<file path="config.mk">
export PLATFORM = sky130hd
export DESIGN_NAME = dual_wave_step_synth_voices_core_flat
export DESIGN_NICKNAME = d
export VERILOG_FILES = /design/src/rtl/dwss_pkg.sv /design/src/rtl/dwss_cmd_if.sv /design/src/rtl/dwss_out_if.sv /design/src/rtl/dwss_voice_unit.sv /design/src/rtl/dual_wave_step_synth_voices_core.sv /design/src/flat_wrapper.sv
export SDC_FILE = /design/constraint.sdc
export NUM_CORES = 2
export LEC_CHECK = 0
export CORE_UTILIZATION = 60
export CTS_CLUSTER_SIZE = 24
export DETAILED_ROUTE_END_ITERATION = 10
export DONT_BUFFER_PORTS = 1
export GPL_ROUTABILITY_DRIVEN = 0
export PLACE_DENSITY = 0.76
export REMOVE_ABC_BUFFERS = 1
export SLEW_MARGIN = 25
export SYNTH_ARGS = -nofsm -noshare
export SYNTH_HDL_FRONTEND = slang
export SYNTH_SLANG_ARGS = --single-unit
</file>
<file path="constraint.sdc">
create_clock -name clk -period 17.14 [get_ports clk]
set_input_delay 1.714 -clock clk [delete_from_list [all_inputs] [get_ports clk]]
set_output_delay 1.714 -clock clk [all_outputs]
set_load 0.02 [all_outputs]
</file>
<file path="src/rtl/dwss_pkg.sv">
// ----------------------------------------------------------------------------
// dwss_pkg: shared types, constants and tables for the dual-wave synth core.
// Holds command codes, envelope stage codes, rate tables and the config map.
// ----------------------------------------------------------------------------
package dwss_pkg;

    localparam int DefaultVoices = 8;
    localparam int LevelW = 23;
    localparam int CfgW = 64;
    localparam int CfgIdxW = 3;

    typedef enum logic [2:0] {
        CMD_TICK    = 3'd0,
        CMD_NOTE_ON = 3'd1,
        CMD_NOTE_OFF = 3'd2,
        CMD_ALL_OFF = 3'd3,
        CMD_PEDAL   = 3'd4,
        CMD_REPITCH = 3'd5
    } cmd_t;

    typedef enum logic [2:0] {
        ST_IDLE = 3'd0,
        ST_ATK1 = 3'd1,
        ST_ATK2 = 3'd2,
        ST_DEC1 = 3'd3,
        ST_DEC2 = 3'd4,
        ST_REL  = 3'd5
    } env_stage_t;

    typedef enum logic [2:0] {
        REG_FLAGS   = 3'd0,
        REG_WAVE_A  = 3'd1,
        REG_WAVE_B  = 3'd2,
        REG_SUSTAIN = 3'd3,
        REG_REVERB  = 3'd4,
        REG_KEYSCL  = 3'd5,
        REG_RETRIG  = 3'd6
    } reg_idx_t;

    typedef enum logic [2:0] {
        SEQ_IDLE,
        SEQ_SCAN,
        SEQ_PICK,
        SEQ_RETRIG,
        SEQ_VOICE,
        SEQ_DONE
    } seq_state_t;

    localparam logic [LevelW-1:0] LevelMax = 23'(32'hFF << 15);
    localparam logic [LevelW-1:0] LevelLow = 23'(32'h20 << 15);
    localparam logic [LevelW-1:0] LevelAtkKnee = 23'(32'hE0 << 15);

    function automatic logic [11:0] atk1_rate(input logic [2:0] c);
        case (c)
            3'd1: atk1_rate = 12'd2048;
            3'd2: atk1_rate = 12'd512;
            3'd3: atk1_rate = 12'd256;
            3'd4: atk1_rate = 12'd160;
            3'd5: atk1_rate = 12'd80;
            3'd6: atk1_rate = 12'd32;
            3'd7: atk1_rate = 12'd8;
            default: atk1_rate = 12'd0;
        endcase
    endfunction

    function automatic logic [11:0] atk2_rate(input logic [2:0] c);
        case (c)
            3'd1: atk2_rate = 12'd2048;
            3'd2: atk2_rate = 12'd256;
            3'd3: atk2_rate = 12'd128;
            3'd4: atk2_rate = 12'd64;
            3'd5: atk2_rate = 12'd32;
            3'd6: atk2_rate = 12'd16;
            3'd7: atk2_rate = 12'd8;
            default: atk2_rate = 12'd0;
        endcase
    endfunction

    function automatic logic [11:0] dec1_rate(input logic [2:0] c);
        case (c)
            3'd0: dec1_rate = 12'd2048;
            3'd1: dec1_rate = 12'd640;
            3'd2: dec1_rate = 12'd160;
            3'd3: dec1_rate = 12'd32;
            3'd4: dec1_rate = 12'd16;
            3'd5: dec1_rate = 12'd8;
            3'd6: dec1_rate = 12'd2;
            default: dec1_rate = 12'd0;
        endcase
    endfunction

    function automatic logic [3:0] step_mag(input logic [2:0] c);
        case (c)
            3'd1: step_mag = 4'd1;
            3'd2, 3'd3: step_mag = 4'd2;
            3'd4, 3'd5: step_mag = 4'd4;
            3'd6, 3'd7: step_mag = 4'd8;
            default: step_mag = 4'd0;
        endcase
    endfunction

    function automatic logic [3:0] cyc_mask(input logic [1:0] m);
        case (m)
            2'd0: cyc_mask = 4'hF;
            2'd1: cyc_mask = 4'h5;
            2'd2: cyc_mask = 4'h1;
            default: cyc_mask = 4'h3;
        endcase
    endfunction

    typedef struct packed {
        logic [25:0] flags;
        logic [63:0] wave_a;
        logic [63:0] wave_b;
        logic [1:0]  sustain;
        logic        reverb;
    } dwss_cfg_t;

endpackage

</file>
<file path="src/rtl/dwss_cmd_if.sv">
// ----------------------------------------------------------------------------
// dwss_cmd_if: command channel with valid/ready handshake.
// Carries the command code, note, velocity and pitch step.
// ----------------------------------------------------------------------------
interface dwss_cmd_if;
    logic        valid;
    logic        ready;
    logic [2:0]  cmd;
    logic [6:0]  note;
    logic [6:0]  velocity;
    logic [15:0] pitch_step;

    modport source (output valid, cmd, note, velocity, pitch_step, input ready);
    modport sink (input valid, cmd, note, velocity, pitch_step, output ready);
endinterface

</file>
<file path="src/rtl/dwss_out_if.sv">
// ----------------------------------------------------------------------------
// dwss_out_if: result channel with valid/ready handshake.
// Carries the mixed sample and the active voice mask.
// ----------------------------------------------------------------------------
interface dwss_out_if;
    logic               valid;
    logic               ready;
    logic signed [17:0] sample;
    logic [7:0]         active_mask;

    modport source (output valid, sample, active_mask, input ready);
    modport sink (input valid, sample, active_mask, output ready);
endinterface

</file>
<file path="src/rtl/dwss_voice_unit.sv">
// ----------------------------------------------------------------------------
// dwss_voice_unit: shared envelope and wave step unit.
// Computes one voice's next state and its contribution to the mix.
// ----------------------------------------------------------------------------
module dwss_voice_unit (
    input  dwss_pkg::dwss_cfg_t      cfg,
    input  logic [2:0]               stage_in,
    input  logic [22:0]              count_in,
    input  logic [22:0]              lvl_a_in,
    input  logic [22:0]              lvl_b_in,
    input  logic                     fast_in,
    input  logic [15:0]              pitch_in,
    input  logic [20:0]              phase_in,
    input  logic signed [2:0]        ts_in,
    input  logic [3:0]               lastpos_in,
    input  logic                     posv_in,
    input  logic [5:0]               acc_a_in,
    input  logic [5:0]               acc_b_in,
    output logic [2:0]               stage_out,
    output logic [22:0]              count_out,
    output logic [22:0]              lvl_a_out,
    output logic [22:0]              lvl_b_out,
    output logic [20:0]              phase_out,
    output logic [3:0]               lastpos_out,
    output logic                     posv_out,
    output logic [5:0]               acc_a_out,
    output logic [5:0]               acc_b_out,
    output logic signed [17:0]       contrib
);
    import dwss_pkg::*;

    logic [1:0]  sh;
    logic [23:0] rate;
    logic [23:0] sum;
    logic [22:0] cnt_sat;
    logic [22:0] drate;
    logic        dec_under;
    logic [22:0] dec_val;
    logic [6:0]  pos_full;
    logic [3:0]  pos;
    logic [1:0]  cyc;
    logic        take;
    logic [3:0]  code_a;
    logic [3:0]  code_b;
    logic [5:0]  step_a;
    logic [5:0]  step_b;
    logic [3:0]  pw;
    logic [3:0]  cmask_a;
    logic [3:0]  cmask_b;
    logic signed [14:0] prod_a;
    logic signed [14:0] prod_b;

    function automatic logic [5:0] signed_step(input logic [3:0] c, input logic inv);
        logic [5:0] m;
        m = {2'd0, step_mag(c[2:0])};
        signed_step = (c[3] ^ inv) ? 6'(-m) : m;
    endfunction

    assign sh = cfg.flags[17:16];

    always_comb
    begin
        rate = '0;
        drate = '0;
        case (stage_in)
            ST_ATK1:
            begin
                if (cfg.flags[8:6] == 3'd0)
                    rate = {1'b0, LevelMax};
                else if (cfg.flags[8:6] < 3'd4 && count_in >= LevelAtkKnee)
                    rate = 24'(24'd160 << sh);
                else
                    rate = 24'({12'd0, atk1_rate(cfg.flags[8:6])} << sh);
            end
            ST_ATK2:
            begin
                if (cfg.flags[5:3] == 3'd0)
                    rate = {1'b0, LevelMax};
                else
                    rate = 24'({12'd0, atk2_rate(cfg.flags[5:3])} << sh);
            end
            ST_DEC1:
                drate = 23'({11'd0, dec1_rate(cfg.flags[2:0])} << sh);
            ST_DEC2:
            begin
                if (cfg.reverb && count_in < LevelLow)
                    drate = 23'(23'd1 << sh);
                else
                    drate = 23'((cfg.flags[10] ? 23'd3 : 23'd6) << sh);
            end
            ST_REL:
            begin
                drate = 23'(23'd512 << sh);
                if (!fast_in)
                begin
                    if (cfg.reverb && count_in < LevelLow)
                        drate = 23'(23'd1 << sh);
                    else if (cfg.sustain == 2'd1)
                        drate = 23'(23'd16 << sh);
                    else if (cfg.sustain == 2'd2)
                        drate = 23'(23'd12 << sh);
                end
            end
            default:
                rate = '0;
        endcase
    end

    assign sum = {1'b0, count_in} + rate;
    assign cnt_sat = (sum > {1'b0, LevelMax}) ? LevelMax : sum[22:0];
    assign dec_under = count_in < drate;
    assign dec_val = dec_under ? '0 : count_in - drate;

    always_comb
    begin
        stage_out = stage_in;
        count_out = count_in;
        lvl_a_out = lvl_a_in;
        lvl_b_out = lvl_b_in;
        case (stage_in)
            ST_ATK1:
            begin
                lvl_a_out = cfg.flags[14] ? '0 : cnt_sat;
                lvl_b_out = cnt_sat;
                count_out = cnt_sat;
                if (cnt_sat >= LevelMax)
                begin
                    count_out = '0;
                    stage_out = ST_ATK2;
                end
            end
            ST_ATK2:
            begin
                count_out = cnt_sat;
                if (cfg.flags[14])
                    lvl_a_out = cnt_sat;
                if (cfg.flags[13])
                    lvl_b_out = LevelMax - cnt_sat;
                if (cnt_sat >= LevelMax)
                    stage_out = ST_DEC1;
            end
            ST_DEC1, ST_DEC2:
            begin
                count_out = dec_val;
                if (dec_under)
                    stage_out = ST_IDLE;
                lvl_a_out = dec_val;
                if (lvl_b_in != '0)
                    lvl_b_out = dec_val;
                if (stage_in == ST_DEC1 && !cfg.flags[15])
                begin
                    if (dec_val < (cfg.flags[9] ? 23'(32'h40 << 15) : 23'(32'h80 << 15)))
                        stage_out = ST_DEC2;
                end
            end
            ST_REL:
            begin
                count_out = dec_val;
                if (dec_under)
                    stage_out = ST_IDLE;
                lvl_a_out = (lvl_a_in < dec_val) ? lvl_a_in : dec_val;
                lvl_b_out = (lvl_b_in < dec_val) ? lvl_b_in : dec_val;
            end
            default:
                stage_out = stage_in;
        endcase
    end

    // Wave step: the timbre value picks where the table position sits in the
    // phase and how wide it is. Positions of 16 and above are skipped.
    assign phase_out = phase_in + 21'(pitch_in);
    assign cyc = phase_out[20:19];
    always_comb
    begin
        case (ts_in)
            -3'sd1:  pos_full = {4'd0, phase_out[18:16]};
            3'sd0:   pos_full = {3'd0, phase_out[18:15]};
            3'sd1:   pos_full = {2'd0, phase_out[18:14]};
            3'sd2:   pos_full = {1'b0, phase_out[18:13]};
            3'sd3:   pos_full = phase_out[18:12];
            default: pos_full = {5'd0, phase_out[18:17]};
        endcase
    end
    assign take = !(pos_full >= 7'd16) && !(posv_in && pos_full[3:0] == lastpos_in);
    assign pw = pos_full[3:0];
    assign pos = (cfg.flags[19] && cyc[0]) ? ~pw : pw;
    assign code_a = cfg.wave_a[{pos, 2'b00} +: 4];
    assign code_b = cfg.wave_b[{pos, 2'b00} +: 4];

    assign step_a = signed_step(code_a, cfg.flags[20] && cyc[0]);
    assign step_b = signed_step(code_b, cfg.flags[20] && cyc[0]);
    assign cmask_a = cyc_mask(cfg.flags[24:23]);
    assign cmask_b = cyc_mask(cfg.flags[22:21]);

    always_comb
    begin
        lastpos_out = lastpos_in;
        posv_out = posv_in;
        acc_a_out = acc_a_in;
        acc_b_out = acc_b_in;
        if (take)
        begin
            lastpos_out = pw;
            posv_out = 1'b1;
            if (cmask_a[cyc])
                acc_a_out = acc_a_in + step_a;
            if (cmask_b[cyc])
                acc_b_out = acc_b_in + step_b;
        end
    end

    assign prod_a = $signed(acc_a_out) * $signed({1'b0, lvl_a_out[22:15]});
    assign prod_b = $signed(acc_b_out) * $signed({1'b0, lvl_b_out[22:15]});
    assign contrib = 18'(prod_a) + 18'(prod_b);

endmodule

</file>
<file path="src/rtl/dual_wave_step_synth_voices_core.sv">
// ----------------------------------------------------------------------------
// dual_wave_step_synth_voices_core: eight-voice dual-wave step synth core.
// Command in, sample mix out, with one shared voice unit under a sequencer.
// ----------------------------------------------------------------------------
// Usage: commands arrive as transactions on cmd_in. A sample tick produces
// one transaction on res_out carrying the mixed sample and the mask of voices
// still sounding; every other command produces nothing. Configuration is to be
// written through cfg_we/cfg_index/cfg_data while the core is idle; the
// core itself does not enforce this. Timing: a tick runs a retrigger step,
// then steps the voices one at a time through the shared envelope/wave unit;
// the last voice step loads the output register. The core is ready again
// after that, so a new command is accepted only once the tick is through. A
// note on with nonzero velocity scans the voices one per cycle for the voice
// pick, then writes the picked voice; other commands pass one done state.
// Reset clears every voice, the registers and the retrigger counter; the core
// comes out of reset ready. When the receiver stalls, the result is held in
// the output register; commands are still accepted, and a following tick
// waits before its last voice step until the output register is free.
// ----------------------------------------------------------------------------
module dual_wave_step_synth_voices_core #(
    parameter int VOICES = dwss_pkg::DefaultVoices
) (
    input  logic                            clk,
    input  logic                            rst_n,
    dwss_cmd_if.sink                        cmd_in,
    dwss_out_if.source                      res_out,
    input  logic                            cfg_we,
    input  logic [dwss_pkg::CfgIdxW-1:0]    cfg_index,
    input  logic [dwss_pkg::CfgW-1:0]       cfg_data
);
    import dwss_pkg::*;

    localparam int VW = (VOICES > 1) ? $clog2(VOICES) : 1;
    // The index is at least four bits so the eight mask positions can be
    // addressed for any voice count.
    localparam int CW = ($clog2(VOICES + 1) > 3) ? $clog2(VOICES + 1) : 4;

    // Configuration registers.
    dwss_cfg_t   cfg_reg;
    logic        keyscl_reg;
    logic [15:0] retrig_period_reg;
    logic [15:0] retrig_count_reg;

    // Per-voice state, one flop set per voice.
    logic [6:0]        note_reg   [VOICES];
    logic              active_reg [VOICES];
    logic [15:0]       pitch_reg  [VOICES];
    logic [20:0]       phase_reg  [VOICES];
    logic signed [2:0] ts_reg     [VOICES];
    logic [3:0]        lastpos_reg[VOICES];
    logic              posv_reg   [VOICES];
    logic [5:0]        acca_reg   [VOICES];
    logic [5:0]        accb_reg   [VOICES];
    logic [2:0]        stage_reg  [VOICES];
    logic [22:0]       count_reg  [VOICES];
    logic [22:0]       lvla_reg   [VOICES];
    logic [22:0]       lvlb_reg   [VOICES];
    logic              fast_reg   [VOICES];

    // Sequencer.
    seq_state_t state_reg, state_next;
    logic [CW-1:0] idx_reg;
    logic [2:0]    cmd_reg;
    logic [6:0]    cnote_reg;
    logic [15:0]   cpitch_reg;
    logic signed [17:0] sum_reg;
    logic [7:0]    mask_reg;
    logic          out_valid_reg;
    logic signed [17:0] out_sample_reg;
    logic [7:0]    out_mask_reg;

    // Voice pick scan: best candidate per priority class.
    logic          f_same_reg, f_free_reg, f_rel_reg;
    logic [VW-1:0] v_same_reg, v_free_reg, v_rel_reg, v_min_reg;
    logic [23:0]   min_lvl_reg;

    logic [VW-1:0] vi;
    logic          in_fire;
    logic [VW-1:0] pick;

    assign vi = idx_reg[VW-1:0];
    assign in_fire = cmd_in.valid && cmd_in.ready;
    assign cmd_in.ready = (state_reg == SEQ_IDLE);
    assign res_out.valid = out_valid_reg;
    assign res_out.sample = out_sample_reg;
    assign res_out.active_mask = out_mask_reg;

    always_comb
    begin
        if (f_same_reg)
            pick = v_same_reg;
        else if (f_free_reg)
            pick = v_free_reg;
        else if (f_rel_reg)
            pick = v_rel_reg;
        else
            pick = v_min_reg;
    end

    // Shared voice unit, fed from the voice selected by the sequencer index.
    logic [2:0]  u_stage;
    logic [22:0] u_count, u_lvla, u_lvlb;
    logic [20:0] u_phase;
    logic [3:0]  u_lastpos;
    logic        u_posv;
    logic [5:0]  u_acca, u_accb;
    logic signed [17:0] u_contrib;

    dwss_voice_unit u_voice (
        .cfg        (cfg_reg),
        .stage_in   (stage_reg[vi]),
        .count_in   (count_reg[vi]),
        .lvl_a_in   (lvla_reg[vi]),
        .lvl_b_in   (lvlb_reg[vi]),
        .fast_in    (fast_reg[vi]),
        .pitch_in   (pitch_reg[vi]),
        .phase_in   (phase_reg[vi]),
        .ts_in      (ts_reg[vi]),
        .lastpos_in (lastpos_reg[vi]),
        .posv_in    (posv_reg[vi]),
        .acc_a_in   (acca_reg[vi]),
        .acc_b_in   (accb_reg[vi]),
        .stage_out  (u_stage),
        .count_out  (u_count),
        .lvl_a_out  (u_lvla),
        .lvl_b_out  (u_lvlb),
        .phase_out  (u_phase),
        .lastpos_out(u_lastpos),
        .posv_out   (u_posv),
        .acc_a_out  (u_acca),
        .acc_b_out  (u_accb),
        .contrib    (u_contrib)
    );

    logic last_idx;
    assign last_idx = (idx_reg == CW'(VOICES - 1));

    // The output register can take a new result when it is empty or when its
    // current result leaves in this cycle.
    logic out_free;
    logic res_load;
    assign out_free = !out_valid_reg || res_out.ready;
    assign res_load = (state_reg == SEQ_VOICE) && last_idx && out_free;

    // Running sum and mask including the voice handled in this cycle.
    logic signed [17:0] sum_now;
    logic [7:0]         mask_now;
    assign sum_now = active_reg[vi] ? sum_reg + u_contrib : sum_reg;
    assign mask_now = (active_reg[vi] && u_stage != ST_IDLE && idx_reg < CW'(8)) ?
                      (mask_reg | 8'(8'd1 << idx_reg[2:0])) : mask_reg;

    // Next state.
    always_comb
    begin
        state_next = state_reg;
        case (state_reg)
            SEQ_IDLE:
            begin
                if (in_fire)
                begin
                    if (cmd_in.cmd == CMD_TICK)
                        state_next = SEQ_RETRIG;
                    else if (cmd_in.cmd == CMD_NOTE_ON && cmd_in.velocity != 7'd0)
                        state_next = SEQ_SCAN;
                    else
                        state_next = SEQ_DONE;
                end
            end
            SEQ_SCAN:   state_next = last_idx ? SEQ_PICK : SEQ_SCAN;
            SEQ_PICK:   state_next = SEQ_IDLE;
            SEQ_RETRIG: state_next = SEQ_VOICE;
            SEQ_VOICE:  state_next = (last_idx && out_free) ? SEQ_IDLE : SEQ_VOICE;
            SEQ_DONE:   state_next = SEQ_IDLE;
            default:    state_next = SEQ_IDLE;
        endcase
    end

    always_ff @(posedge clk or negedge rst_n)
    begin
        if (!rst_n)
            state_reg <= SEQ_IDLE;
        else
            state_reg <= state_next;
    end

    // Key scaling: the octave of the note, counted in steps of twelve notes
    // and clamped, gives the timbre shift.
    logic signed [2:0] new_ts;
    always_comb
    begin
        if (!keyscl_reg)
            new_ts = 3'sd0;
        else if (cnote_reg < 7'd36)
            new_ts = 3'sd3;
        else if (cnote_reg < 7'd48)
            new_ts = 3'sd2;
        else if (cnote_reg < 7'd60)
            new_ts = 3'sd1;
        else if (cnote_reg < 7'd72)
            new_ts = 3'sd0;
        else if (cnote_reg < 7'd84)
            new_ts = -3'sd1;
        else
            new_ts = -3'sd2;
    end

    logic [16:0] retrig_next;
    logic        retrig_fire;
    assign retrig_next = {1'b0, retrig_count_reg} + 17'd1;
    assign retrig_fire = cfg_reg.flags[11] && retrig_period_reg != 16'd0 &&
                         retrig_next >= {1'b0, retrig_period_reg};

    logic [23:0] lvl_sum;
    assign lvl_sum = {1'b0, lvla_reg[vi]} + {1'b0, lvlb_reg[vi]};

    always_ff @(posedge clk or negedge rst_n)
    begin
        if (!rst_n)
        begin
            cfg_reg <= '0;
            keyscl_reg <= 1'b0;
            retrig_period_reg <= '0;
            retrig_count_reg <= '0;
            idx_reg <= '0;
            out_valid_reg <= 1'b0;
            out_sample_reg <= '0;
            out_mask_reg <= '0;
            cmd_reg <= '0;
            cnote_reg <= '0;
            cpitch_reg <= '0;
            sum_reg <= '0;
            mask_reg <= '0;
            f_same_reg <= 1'b0;
            f_free_reg <= 1'b0;
            f_rel_reg <= 1'b0;
            v_same_reg <= '0;
            v_free_reg <= '0;
            v_rel_reg <= '0;
            v_min_reg <= '0;
            min_lvl_reg <= '1;
            for (int i = 0; i < VOICES; i++)
            begin
                note_reg[i] <= '0;
                active_reg[i] <= 1'b0;
                pitch_reg[i] <= '0;
                phase_reg[i] <= '0;
                ts_reg[i] <= '0;
                lastpos_reg[i] <= '0;
                posv_reg[i] <= 1'b0;
                acca_reg[i] <= '0;
                accb_reg[i] <= '0;
                stage_reg[i] <= ST_IDLE;
                count_reg[i] <= '0;
                lvla_reg[i] <= '0;
                lvlb_reg[i] <= '0;
                fast_reg[i] <= 1'b0;
            end
        end
        else
        begin
            if (cfg_we)
            begin
                case (cfg_index)
                    REG_FLAGS:   cfg_reg.flags <= cfg_data[25:0];
                    REG_WAVE_A:  cfg_reg.wave_a <= cfg_data;
                    REG_WAVE_B:  cfg_reg.wave_b <= cfg_data;
                    REG_SUSTAIN: cfg_reg.sustain <= cfg_data[1:0];
                    REG_REVERB:  cfg_reg.reverb <= cfg_data[0];
                    REG_KEYSCL:  keyscl_reg <= cfg_data[0];
                    REG_RETRIG:  retrig_period_reg <= cfg_data[15:0];
                    default:     keyscl_reg <= keyscl_reg;
                endcase
            end

            if (res_load)
            begin
                out_valid_reg <= 1'b1;
                out_sample_reg <= sum_now;
                out_mask_reg <= mask_now;
            end
            else if (res_out.valid && res_out.ready)
                out_valid_reg <= 1'b0;

            case (state_reg)
                SEQ_IDLE:
                begin
                    idx_reg <= '0;
                    if (in_fire)
                    begin
                        cmd_reg <= cmd_in.cmd;
                        cnote_reg <= cmd_in.note;
                        cpitch_reg <= cmd_in.pitch_step;
                        sum_reg <= '0;
                        mask_reg <= '0;
                        f_same_reg <= 1'b0;
                        f_free_reg <= 1'b0;
                        f_rel_reg <= 1'b0;
                        v_same_reg <= '0;
                        v_free_reg <= '0;
                        v_rel_reg <= '0;
                        v_min_reg <= '0;
                        min_lvl_reg <= '1;
                    end
                end
                SEQ_SCAN:
                begin
                    if (!f_same_reg && active_reg[vi] && note_reg[vi] == cnote_reg)
                    begin
                        f_same_reg <= 1'b1;
                        v_same_reg <= vi;
                    end
                    if (!f_free_reg && !active_reg[vi])
                    begin
                        f_free_reg <= 1'b1;
                        v_free_reg <= vi;
                    end
                    if (!f_rel_reg && stage_reg[vi] == ST_REL)
                    begin
                        f_rel_reg <= 1'b1;
                        v_rel_reg <= vi;
                    end
                    if (lvl_sum < min_lvl_reg)
                    begin
                        min_lvl_reg <= lvl_sum;
                        v_min_reg <= vi;
                    end
                    idx_reg <= idx_reg + CW'(1);
                end
                SEQ_PICK:
                begin
                    note_reg[pick] <= cnote_reg;
                    active_reg[pick] <= 1'b1;
                    pitch_reg[pick] <= cpitch_reg;
                    ts_reg[pick] <= new_ts;
                    phase_reg[pick] <= '0;
                    posv_reg[pick] <= 1'b0;
                    lastpos_reg[pick] <= '0;
                    acca_reg[pick] <= '0;
                    accb_reg[pick] <= '0;
                    stage_reg[pick] <= ST_ATK1;
                    count_reg[pick] <= '0;
                    lvla_reg[pick] <= '0;
                    lvlb_reg[pick] <= '0;
                    fast_reg[pick] <= 1'b0;
                    retrig_count_reg <= '0;
                end
                SEQ_RETRIG:
                begin
                    if (cfg_reg.flags[11] && retrig_period_reg != 16'd0)
                    begin
                        if (retrig_fire)
                        begin
                            retrig_count_reg <= '0;
                            for (int i = 0; i < VOICES; i++)
                            begin
                                if (stage_reg[i] == ST_DEC1 || stage_reg[i] == ST_DEC2)
                                begin
                                    stage_reg[i] <= ST_ATK1;
                                    count_reg[i] <= '0;
                                end
                            end
                        end
                        else
                            retrig_count_reg <= retrig_next[15:0];
                    end
                end
                SEQ_VOICE:
                begin
                    // The last voice waits here while the previous result is
                    // still held in the output register.
                    if (!last_idx || out_free)
                    begin
                        if (active_reg[vi])
                        begin
                            stage_reg[vi] <= u_stage;
                            count_reg[vi] <= u_count;
                            lvla_reg[vi] <= u_lvla;
                            lvlb_reg[vi] <= u_lvlb;
                            phase_reg[vi] <= u_phase;
                            lastpos_reg[vi] <= u_lastpos;
                            posv_reg[vi] <= u_posv;
                            acca_reg[vi] <= u_acca;
                            accb_reg[vi] <= u_accb;
                            if (u_stage == ST_IDLE)
                                active_reg[vi] <= 1'b0;
                        end
                        sum_reg <= sum_now;
                        mask_reg <= mask_now;
                        idx_reg <= idx_reg + CW'(1);
                    end
                end
                SEQ_DONE:
                begin
                    for (int i = 0; i < VOICES; i++)
                    begin
                        case (cmd_reg)
                            CMD_NOTE_ON, CMD_NOTE_OFF:
                            begin
                                if (active_reg[i] && note_reg[i] == cnote_reg)
                                begin
                                    stage_reg[i] <= ST_REL;
                                    fast_reg[i] <= 1'b0;
                                end
                            end
                            CMD_ALL_OFF:
                            begin
                                if (active_reg[i])
                                begin
                                    stage_reg[i] <= ST_REL;
                                    fast_reg[i] <= 1'b1;
                                end
                            end
                            CMD_PEDAL:
                            begin
                                if (active_reg[i] &&
                                    (stage_reg[i] == ST_DEC1 || stage_reg[i] == ST_DEC2))
                                    stage_reg[i] <= ST_REL;
                            end
                            CMD_REPITCH:
                            begin
                                if (active_reg[i] && note_reg[i] == cnote_reg)
                                    pitch_reg[i] <= cpitch_reg;
                            end
                            default:
                                fast_reg[i] <= fast_reg[i];
                        endcase
                    end
                end
                default:
                    idx_reg <= '0;
            endcase
        end
    end

endmodule
</file>
<file path="src/flat_wrapper.sv">
// flat-port wrapper written by rule: the top's interface ports become plain ports
module dual_wave_step_synth_voices_core_flat import dwss_pkg::*;
#(
    parameter int VOICES = dwss_pkg::DefaultVoices
)
  (clk, rst_n, cfg_we, cfg_index, cfg_data, cmd_in_valid, cmd_in_cmd, cmd_in_note, cmd_in_velocity, cmd_in_pitch_step, cmd_in_ready, res_out_valid, res_out_sample, res_out_active_mask, res_out_ready);
  dwss_cmd_if cmd_in_i ();
  dwss_out_if res_out_i ();
  input  logic clk;
  input  logic rst_n;
  input  logic cfg_we;
  input  logic [dwss_pkg::CfgIdxW-1:0] cfg_index;
  input  logic [dwss_pkg::CfgW-1:0] cfg_data;
  input wire logic [$bits(cmd_in_i.valid)-1:0] cmd_in_valid;
  input wire logic [$bits(cmd_in_i.cmd)-1:0] cmd_in_cmd;
  input wire logic [$bits(cmd_in_i.note)-1:0] cmd_in_note;
  input wire logic [$bits(cmd_in_i.velocity)-1:0] cmd_in_velocity;
  input wire logic [$bits(cmd_in_i.pitch_step)-1:0] cmd_in_pitch_step;
  output wire logic [$bits(cmd_in_i.ready)-1:0] cmd_in_ready;
  output wire logic [$bits(res_out_i.valid)-1:0] res_out_valid;
  output wire logic [$bits(res_out_i.sample)-1:0] res_out_sample;
  output wire logic [$bits(res_out_i.active_mask)-1:0] res_out_active_mask;
  input wire logic [$bits(res_out_i.ready)-1:0] res_out_ready;
  assign cmd_in_i.valid = cmd_in_valid;
  assign cmd_in_i.cmd = cmd_in_cmd;
  assign cmd_in_i.note = cmd_in_note;
  assign cmd_in_i.velocity = cmd_in_velocity;
  assign cmd_in_i.pitch_step = cmd_in_pitch_step;
  assign cmd_in_ready = cmd_in_i.ready;
  assign res_out_valid = res_out_i.valid;
  assign res_out_sample = res_out_i.sample;
  assign res_out_active_mask = res_out_i.active_mask;
  assign res_out_i.ready = res_out_ready;
  dual_wave_step_synth_voices_core #(.VOICES(VOICES)) u_core (.clk(clk), .rst_n(rst_n), .cmd_in(cmd_in_i), .res_out(res_out_i), .cfg_we(cfg_we), .cfg_index(cfg_index), .cfg_data(cfg_data));
endmodule
</file>
==> impl_metrics.tcl <==
set metrics [dict create \
    grt_max_degree 225 \
    synth-seq-area-share 0.4555 \
    grt_remaining_overflow 0 \
    antenna_left 0 \
    rsz0062_at_grt "no" \
    crit_arrival_ns 17.27 \
    maxSlewHeadroom 0.1589 \
    grt_util_all_layers 0.4162 \
    cts.sinks 1416 \
    drv_cap 0 \
    drt_iter0_drc 11560 \
    setup_viol 0 \
    synth.cell_area_mm2 0.07785 \
    core_mm2 0.1282 \
    path_class "flip-flop to flip-flop" \
    fin_crit_sh 0.9665 \
    grt_pass1_vias 67247 \
    dpl-instance-area_mm2 0.07996 \
    synthCells 7824 \
    start_kind "flip-flop" \
    vias 68973 \
    portBuffers 0 \
    via_per_inst 7.256 \
    path_clk_slew_ns 0.06 \
    place_ws_ns 0.6374 \
    dp_hpwl_um 174600 \
    ys_warn_count 0 \
    clock_skew_ns 0.04759 \
    hold_viol_final 0 \
    drc 21 \
    place_inst 9200 \
    fp.dieH_um 362.2 \
    htreeDepth 4 \
    slowest_stage "nor2_2" \
    required_ns 17.85 \
    finalWorstSetupSlack_ns 0.5747 \
    drt-wirelength-per-cell_um 29.25 \
    holdCritPathClass "flip-flop to flip-flop" \
    status "finished, violations left" \
    final_area_mm2 0.08534 \
    path_delay_family "compound AO/OA/AOI/OAI gates" \
    ys.flop_type "dfrtp_1" \
    dieArea_mm2 0.1312 \
    final_max_slew_viol_count 0 \
    cp_common_cell "o21ai_0" \
    syn_avg_cell_area_um2 9.950 \
    period_minus_slack_ns 16.57 \
    critPathMaxStageDelay_ns 0.98 \
    start_util 0.6074 \
    ys_types 117 \
    grt_pass1_wl_um 415800 \
    placement_rows 131 \
    wl_um 278000 \
    violations "DRC" \
    whs_ns 0.4778 \
    tightestPinTransition_ns 1.260 \
    layout-drive-gt1-share 0.1326 \
    fmax_ghz 0.06037 \
    crit_path_end_kind "flip-flop" \
    cts_tree "yes" \
    hold_buffers 0 \
    cp_num_buf_inv 2 \
    clock_path_buffers 3 \
    numCtsBuffers 149 \
    async_reset_ff_frac 1.000 \
    ioPinCount 133 \
    synth_edf_count 0 \
    syn_to_final_growth_pct 9.627 \
    first_pass_iters 11 \
    antenna_found_initial 12 \
    fin_nets 8093 \
    die_x_um 362.2 \
    ys_ff_latch 1416 \
    insertion_delay_ns 0.80 \
    finalNonFillerCells 9505 \
    cts_root_buf "clkbuf_16" \
    crit_fanout 19 \
]
cell usage after synthesis, drive strengths merged (56+ instances only):
| master | count | area share |
|---|---|---|
| a21o | 91 | 0.0088 |
| a21oi | 300 | 0.019 |
| a221oi | 75 | 0.0087 |
| a22o | 451 | 0.051 |
| a22oi | 284 | 0.027 |
| and3 | 61 | 0.0050 |
| buf | 113 | 0.0072 |
| clkbuf | 438 | 0.021 |
| dfrtp | 1392 | 0.45 |
| fa | 91 | 0.023 |
| ha | 254 | 0.041 |
| inv | 242 | 0.012 |
| mux2 | 387 | 0.056 |
| mux2i | 112 | 0.014 |
| nand2 | 962 | 0.046 |
| nand2b | 63 | 0.0052 |
| nand3 | 229 | 0.015 |
| nand4 | 80 | 0.0064 |
| nor2 | 348 | 0.017 |
| nor2b | 56 | 0.0045 |
| nor3 | 87 | 0.0057 |
| o21ai | 784 | 0.050 |
| o221ai | 64 | 0.0074 |
| o22ai | 98 | 0.0079 |
| xnor2 | 90 | 0.010 |
| xor2 | 95 | 0.011 |
final timing paths:
path                                              to                   from  cells past startpoint  slack (ns)
max                        u_core.res_out.sample[17]      u_core.idx_reg[1]                     55        0.57
min                            u_core.phase_reg[123]  u_core.phase_reg[123]                      2        0.48
max reg2reg                u_core.res_out.sample[17]      u_core.idx_reg[1]                     55        0.57
min reg2reg                    u_core.phase_reg[123]  u_core.phase_reg[123]                      2        0.48
max in group asynchronous       u_core.pitch_reg[48]                  rst_n                      3       14.19
min in group asynchronous          u_core.sum_reg[2]                  rst_n                      0        0.66
per-layer routing:
metal	GRT usage	part of all wire	up-vias
met5	0.001850	0.00042	-
met1	0.5350	0.36	33621
li1	-	-	28264
met3	0.1393	0.14	1441
met2	0.6067	0.42	5629
met4	0.2583	0.074	18
worst min-delay path: stages, from the launching register on:
cell,delay [ns]
dfrtp_1,0.34
nand2_1,0.05
o21ai_0,0.06
stage by stage:
stage,utilization,setup TNS (ns)
after floorplan,-,-65.68
after global placement,0.6225,0
after detailed placement,0.6238,0
after CTS,0.6627,0
after global routing,0.6657,0
final,0.6658,0
area by class of cell:
type | count | area, µm²
diodes | 17 | 42.54
clock buffers | 219 | 4347
clock inverters | 48 | 640.6
fillers | 9837 | 42830
inverters | 246 | 927.1
multi-input cells | 5613 | 39760
flip-flops and latches | 1416 | 35480
well taps | 1729 | 2163
repair buffers | 217 | 1984
cells by family (layout without fill, tap and decap cells):
family / after synthesis / after routing / synth area share
AOI/OAI and AO/OA: 2502 / 2502 / 0.2190
xor gates and xnor gates: 185 / 185 / 0.02115
adders and majority gates: 345 / 345 / 0.06422
buffers and inverters: 797 / 730 / 0.04018
DFF: 1416 / 1416 / 0.4555
muxes: 533 / 533 / 0.08055
other: 0 / 17 / 0
and+or+nand+nor: 2046 / 2048 / 0.1194
layout by cell type, fill, tap and decap left out, types with 88 or more instances in the layout:
cell | netlist | final
nor2_1 | 345 | 329
mux2_2 | 385 | 385
mux2i_1 | 112 | 111
dfrtp_1 | 1392 | 1389
xor2_1 | 94 | 94
a21oi_1 | 300 | 297
inv_1 | 242 | 242
xnor2_1 | 89 | 88
o22ai_1 | 98 | 97
o21ai_0 | 757 | 751
a22oi_1 | 284 | 284
clkbuf_16 | 0 | 153
buf_4 | 15 | 194
a22o_1 | 451 | 451
ha_1 | 254 | 254
nand3_1 | 228 | 227
nand2_1 | 961 | 949
fa_1 | 91 | 91
a21o_1 | 90 | 90
repair_timing:
action	4_1_cts	5_1_grt
setup endpoints to repair	0	10
buffers inserted	0	14
endpoints found under the hold margin	0	0
resized for setup	0	13
Power is left out: the tool's default activity adds up to more than one toggle a clock period on the data nets, which glitch-free logic cannot reach.
